==> src/spa_pkg.sv <==
// Shared types, constants and codes for the surface pixel to ARGB converter.
`default_nettype none
package spa_pkg;

  localparam int unsigned PALETTE_DEPTH_DEF = 256;
  localparam int unsigned PIX_W             = 32;
  localparam int unsigned SLOT_W            = 8;
  localparam int unsigned COLOR_W           = 32;
  localparam int unsigned ARGB_W            = 32;
  localparam int unsigned CFG_W             = 32;
  localparam int unsigned CFG_IDX_W         = 3;
  localparam int unsigned SHIFT_W           = 5;
  localparam int unsigned LOSS_W            = 3;
  localparam int unsigned SHIFTS_W          = 4 * SHIFT_W;
  localparam int unsigned LOSSES_W          = 4 * LOSS_W;

  typedef logic [CFG_IDX_W-1:0] cfg_idx_t;

  localparam cfg_idx_t CFG_PIXEL_MODE     = cfg_idx_t'(0);
  localparam cfg_idx_t CFG_RED_MASK       = cfg_idx_t'(1);
  localparam cfg_idx_t CFG_GREEN_MASK     = cfg_idx_t'(2);
  localparam cfg_idx_t CFG_BLUE_MASK      = cfg_idx_t'(3);
  localparam cfg_idx_t CFG_ALPHA_MASK     = cfg_idx_t'(4);
  localparam cfg_idx_t CFG_CHANNEL_SHIFTS = cfg_idx_t'(5);
  localparam cfg_idx_t CFG_CHANNEL_LOSSES = cfg_idx_t'(6);

  localparam logic CMD_CONVERT       = 1'b0;
  localparam logic CMD_PALETTE_WRITE = 1'b1;

  localparam logic MODE_DIRECT  = 1'b0;
  localparam logic MODE_PALETTE = 1'b1;

  localparam logic [PIX_W-1:0] RED_MASK_RST   = 32'h00FF_0000;
  localparam logic [PIX_W-1:0] GREEN_MASK_RST = 32'h0000_FF00;
  localparam logic [PIX_W-1:0] BLUE_MASK_RST  = 32'h0000_00FF;
  localparam logic [PIX_W-1:0] ALPHA_MASK_RST = 32'h0000_0000;

  typedef struct packed {
    logic                pixel_mode;
    logic [PIX_W-1:0]    red_mask;
    logic [PIX_W-1:0]    green_mask;
    logic [PIX_W-1:0]    blue_mask;
    logic [PIX_W-1:0]    alpha_mask;
    logic [SHIFTS_W-1:0] channel_shifts;
    logic [LOSSES_W-1:0] channel_losses;
  } cfg_t;

endpackage
`default_nettype wire

==> src/spa_unpack.sv <==
// Direct-mode channel unpack: mask, shift down, expand, pack to ARGB8888.
`default_nettype none
module spa_unpack (
  input  wire spa_pkg::cfg_t               cfg,
  input  wire logic [spa_pkg::PIX_W-1:0]   pix,
  output logic      [spa_pkg::ARGB_W-1:0]  argb
);
  import spa_pkg::*;

  function automatic logic [7:0] unpack_chan(input logic [PIX_W-1:0]   p,
                                             input logic [PIX_W-1:0]   mask,
                                             input logic [SHIFT_W-1:0] sh,
                                             input logic [LOSS_W-1:0]  ls);
    logic [PIX_W-1:0] t;
    t = (p & mask) >> sh;
    t = t << ls;
    return t[7:0];
  endfunction

  logic [7:0] red, green, blue, alpha;

  always_comb begin
    red   = unpack_chan(pix, cfg.red_mask,   cfg.channel_shifts[4:0],   cfg.channel_losses[2:0]);
    green = unpack_chan(pix, cfg.green_mask, cfg.channel_shifts[9:5],   cfg.channel_losses[5:3]);
    blue  = unpack_chan(pix, cfg.blue_mask,  cfg.channel_shifts[14:10], cfg.channel_losses[8:6]);
    alpha = unpack_chan(pix, cfg.alpha_mask, cfg.channel_shifts[19:15], cfg.channel_losses[11:9]);
    argb  = {((cfg.alpha_mask != '0) ? alpha : 8'h00), red, green, blue};
  end

endmodule
`default_nettype wire
==> config.mk <==
export PLATFORM = sky130hd
export DESIGN_NAME = spa_unpack
export DESIGN_NICKNAME = d
export VERILOG_FILES = /design/src/spa_pkg.sv /design/src/spa_unpack.sv
export SDC_FILE = /design/constraint.sdc
export NUM_CORES = 1
export LEC_CHECK = 0
export BUFFER_PORTS_ARGS = -buffer_cell sky130_fd_sc_hd__buf_2
export CORE_ASPECT_RATIO = 1.2
export CORE_UTILIZATION = 56
export DETAILED_ROUTE_END_ITERATION = 8
export PLACE_DENSITY = 0.88
export SETUP_SLACK_MARGIN = 0.5
export SYNTH_ARGS = -nofsm -noshare
export SYNTH_HDL_FRONTEND = slang
export SYNTH_SLANG_ARGS = --single-unit
export TNS_END_PERCENT = 1
==> constraint.sdc <==
create_clock -name vclk -period 3
set_clock_uncertainty 0.05 [all_clocks]
set_input_delay 0.15 -clock vclk [all_inputs]
set_output_delay 0.15 -clock vclk [all_outputs]
set_load 0.1 [all_outputs]
==> summary.md, run 1 <==
| Metric | Value |
|---|---|
| Final Hold Fails | 0 |
| Detailed Routing Iterations Pass 1 | 7 |
| Power Total | 2192 uW |
| CP endpoint kind | output port |
| Critical path fanouts, max | 8 |
| Hold path cells | 3 |
| Core Box Area | 12,840 um2 |
| Post-route ant nets | 0 |
| Vias per cell | 7.609 |
| Final Cycle Share | 89.91% |
| Syn_area_per_cell | 7.460 um2 |
| Area delta synth->final | 35.57% |
| Port Buffers | 224 |
| Setup CP Type | in -> out |
| GPL Wtd Cong | 1.019 |
| Initial Utilization | 58.34% |
| Setup violations, final | 0 |
| Static Leak | 0.004003 uW |
| Pwr dens | 215.9 nW/um2 |
| DP HPWL | 24,160 um |
| Syn nets | 1,197 |
| Initial antenna violation count | 1 |
| Num sequential | 0 |
| Reg area | 0 um2 |
| Worst VDD drop | 0.0002504 V |
| CP required | 2800 ps |
| Sequential area share after synthesis | 0% |
| Largest net degree at the start of global routing | 32 |
| Average wire per standard cell | 24.38 um |
| Top cell type's share of synthesized area | 26.46% |
| Gr usage total | 46.42% |
| Synth Instances | 1,004 |
| Die area | 13,840 um2 |
| Post-route setup slack | 302.7 ps |
| Status | finished clean |
| Clock buffers | 0 |
| FILL cells | 861 |
| Slew HR | 67.17% |
| Residual DRC | 0 |
| Routed WL | 33,430 um |
| Type of the worst min-delay path | in -> out |
| Final Max Slew Viols | 0 |
| Synth cell types | 85 |
| DR iter-0 viols | 1,669 |
| Antenna cells | 0 |
| Final #Nets | 1,402 |
| Via Count | 10,430 |
| Rows | 45 |
| YS warnings | 0 |
| Hold slack | 666.4 ps |
| Mapped cell area | 7490 um2 |
| Synth area leader | mux4_2 |
| Actual slew at the worst max-slew pin | 480.1 ps |
| RSZ-0062 raised after global routing | true |
| Max Cap Violations | 0 |
| Arrival @ worst endpoint | 2500 ps |
| Die H | 128.7 um |
| Io pins | 225 |
| CP Launch Type | input port |
| Number of global-route vias before repair | 9,657 |
| Post-layout min period | 2697 ps |
| Die width | 107.6 um |
| Most common cell after layout, fill and taps aside | buf_2 |
| Fraction of layout cells with a size suffix above 1 | 41.43% |
| GR Overflow Total | 0 |
| Global-route wire length before repair | 50,070 um |
| Hold path start | cfg[8] |
| Setup WS pre-CTS | 133.0 ps |
| Top cells by area, synth | mux4_2 26%, nand2_1 8.5%, mux2i_1 4.9% |
| Maximum clock frequency | 0.3707 GHz |
| Fin util | 79.09% |
| Worst hold path endpoint | argb[0] |
| Most frequent cells in the layout | 151 x buf_2, 149 x nand2_1, 90 x mux4_2 |
-- worst max path at each step --
stage / from / cells after the start / end
2_1_floorplan: cfg[12] / 9 / argb[23]
3_3_place_gp: cfg[28] / 10 / argb[31]
3_5_place_dp: cfg[12] / 10 / argb[19]
4_1_cts: cfg[24] / 10 / argb[7]
5_1_grt: pix[26] / 11 / argb[27]
6_report: pix[27] / 11 / argb[27]
-- layer usage --
layer	share of wire (%)	wire length, um	global-route usage [%]	up-vias
met5	0.048	16	0	-
met4	9.2	3080	32.88	2
met3	15	4945	8.865	295
met2	45	14910	73.91	1094
met1	31	10480	56.33	4669
li1	-	-	-	4372
-- through the flow --
stage / instances / TNS [ps] / cell area, um2
floorplan: 1004 / -2033 / 7601
global placement: 1331 / 0 / 9135
detailed placement: 1331 / 0 / 9135
CTS: 1361 / 0 / 9958
global route: 1371 / 0 / 10150
finish: 1371 / 0 / 10150
-- synthesized netlist by cell type (all sizes together), types with 4 or more instances --
cell type and n:
nor4 14, nand2b 10, nand3 61, a211o 8, nand2 171, mux2i 37, a2111oi 7, nor2b 4
a31oi 7, nand3b 9, o221ai 5, nand4 10, a221oi 5, mux4 91, o22ai 23, mux2 8
and3 4, inv 24, a2bb2oi 4, o211ai 21, o21a 7, a21oi 26, or2 4, a22o 4
or3 5, and2 48, o311ai 7, buf 61, o22a 5, a31o 5, nand4bb 8, a211oi 13
nor2 67, a21o 5, clkbuf 37, and4 7, a22oi 5, nor3 33, o21ai 65, nand4b 18
o2111ai 7
-- worst max-delay path, stage by stage --
cell and delay, ps:
buf_4 180, nand2_1 140, mux4_2 540, nor2_2 120
nor3_2 70, nor4_4 310, mux2i_1 170, buf_4 160
mux2_2 260, nor2_1 200, buf_12 210
-- repair_timing --
item | 4_1_cts | 5_1_grt
hold buffers | 0 | 0
gates resized for setup | 153 | 33
cloned | 4 | 0
pin swaps | 20 | 11
buffers inserted | 26 | 10
setup endpoints to repair | 31 | 26
hold endpoints to repair | 0 | 0
-- cell families after synthesis --
| group | after synthesis | synth area share [%] |
|---|---|---|
| multiplexers | 136 | 33.66 |
| AO/OA/AOI/OAI | 256 | 23.87 |
| buffers and inverters | 125 | 8.804 |
| AND/OR/NAND/NOR | 487 | 33.66 |
-- area by class of cell --
| class | count | area, um2 | area share, % |
|---|---|---|---|
| inverters | 27 | 143.9 | 1.417 |
| multi-input cells | 879 | 7229 | 71.20 |
| repair buffers | 300 | 2566 | 25.27 |
| repair inverters | 1 | 8.758 | 0.08626 |
| well taps | 164 | 205.2 | 2.021 |
-- power breakdown --
group	total [uW]	internal (uW)	switching [uW]
logic	2190	916	1280
registers	0	0	0
clock network	0	0	0
total	2190	916	1280
No activity file was read; power rests on OpenSTA's default activity.
==> run 2: changes to the inputs <==
- CORE_UTILIZATION: 56 -> 50
- PLACE_DENSITY: 0.88 -> 0.83
- clock period: 3 -> 2.2 ns (I/O delays scaled with it)
==> run 2 against run 1 <==
Effect of this change: the run now ends with negative setup slack left; global-route usage grew 3.5 points; die area grew 12%; final area grew 18%; combinational power grew 58%; via count grew 12%; critical path depth is the same; count of clock-buffer cells in the layout is the same; worst setup slack lost 740 ps; non-clock buffer count grew 211; largest power group unchanged.
==> summary.md, run 2 (same netlist as run 1, synthesis figures left out) <==
| Metric | Value |
|---|---|
| Status | finished with violations |
| Failing checks | negative setup slack |
| Io pins | 225 |
| Routed WL | 39,440 um |
| Largest net degree at the start of global routing | 23 |
| Maximum clock frequency | 0.3788 GHz |
| Residual DRC | 0 |
| CP bufs+invs | 3 |
| Crit-path cells | buf_2 > nand2_1 > mux4_2 > nor2_1 > a2111oi_2 > nor4_4 > mux2i_1 > buf_4 > nor2b_4 > a211oi_4 > buf_12 |
| GPL Wtd Cong | 1.036 |
| Largest delay share family, worst path | simple AND/OR/NAND/NOR gates |
| Core Box Area | 14,530 um2 |
| Post-layout min period | 2640 ps |
| CP Launch Type | input port |
| Actual slew at the worst max-slew pin | 543.0 ps |
| Final Hold Fails | 0 |
| Die width | 113.7 um |
| Detailed Routing Iterations Pass 1 | 6 |
| Via Count | 11,650 |
| Post-route ant nets | 0 |
| Most frequent cells in the layout | 286 x buf_4, 155 x nand2_1, 155 x buf_2 |
| Fin util | 82.15% |
| Number of global-route vias before repair | 11,240 |
| GR Overflow Total | 0 |
| Post-route setup slack | -439.6 ps |
| Vias per cell | 7.196 |
| Worst VDD drop | 0.0003448 V |
| Slowest stage delay, CP | 550 ps |
| Most common cell after layout, fill and taps aside | buf_4 |
| Setup TNS | -8742 ps |
| CP required | 2040 ps |
| Fraction of layout cells with a size suffix above 1 | 51.94% |
| Arrival @ worst endpoint | 2480 ps |
| Pwr dens | 289.2 nW/um2 |
| Final Max Slew Viols | 0 |
| Num sequential | 0 |
| Gr usage total | 49.88% |
| Global-route wire length before repair | 59,250 um |
| Setup violations, final | 31 |
| Slew HR | 63.49% |
| FILL cells | 895 |
| Final Cycle Share | 120.0% |
| Static Leak | 0.005037 uW |
| Average wire per standard cell | 24.36 um |
| Final #Nets | 1,612 |
| Initial Utilization | 51.53% |
| Setup WS pre-CTS | -482.9 ps |
| Port Buffers | 224 |
| Initial antenna violation count | 3 |
| Slowest-stage cell, CP | mux4_2 |
| Hold slack | 593.4 ps |
| DR iter-0 viols | 1,869 |
| Critical path fanouts, max | 4 |
| DP HPWL | 29,450 um |
| Rows | 48 |
| Setup CP Type | in -> out |
| Type of the worst min-delay path | in -> out |
| Max Cap Violations | 0 |
| RSZ-0062 raised after global routing | true |
| Power Total | 3452 uW |
| Clock buffers | 0 |
| Die H | 136.1 um |
| CP endpoint kind | output port |
| Die area | 15,470 um2 |
| Area delta synth->final | 59.41% |
| Reg area | 0 um2 |
## run 2: metrics by stage
| step | cell area, um2 | cells |
|---|---|---|
| after floorplan | 7601 | 1004 |
| after CTS | 11770 | 1617 |
| after global placement | 11050 | 1605 |
| after global routing | 11940 | 1618 |
| final | 11940 | 1619 |
| after detailed placement | 11050 | 1605 |
## run 2: worst min-delay path, stage by stage
cell and delay, ps:
buf_2 190, nor3b_4 70, buf_12 160
## run 2: power by group
part	switching (uW)	internal, uW
Sequential	0	0
Clock	0	0.0000869
Combinational	1930	1530
## run 2: area by class of cell
cell class | count | area [um2] | share of cell area (%)
tap | 200 | 250.2 | 2.096
inverter | 27 | 136.4 | 1.142
multi-input combinational | 879 | 7450 | 62.40
antenna | 2 | 5.005 | 0.04192
timing repair buffer | 511 | 4098 | 34.32
## run 2: per-layer routing
metal	track usage (%)	share of wire [%]	up-vias
met1	58.27	32	5188
met3	14.13	15	383
met2	77.20	44	1298
met4	38.60	9.7	0
li1	-	-	4781
met5	0	0	-
## run 2: timing repair
action                                  in CTS  in global routing
buffers inserted                            11                  0
cloned                                       1                  0
hold buffers                                 0                  0
resized for setup                          164                 44
endpoints found under the setup margin      32                 32
pin swaps                                   48                 12
## run 2: final timing paths
check | startpoint | depth (start not counted) | to
setup / recovery | cfg[39] | 11 | argb[26]
hold / removal | cfg[8] | 3 | argb[1]
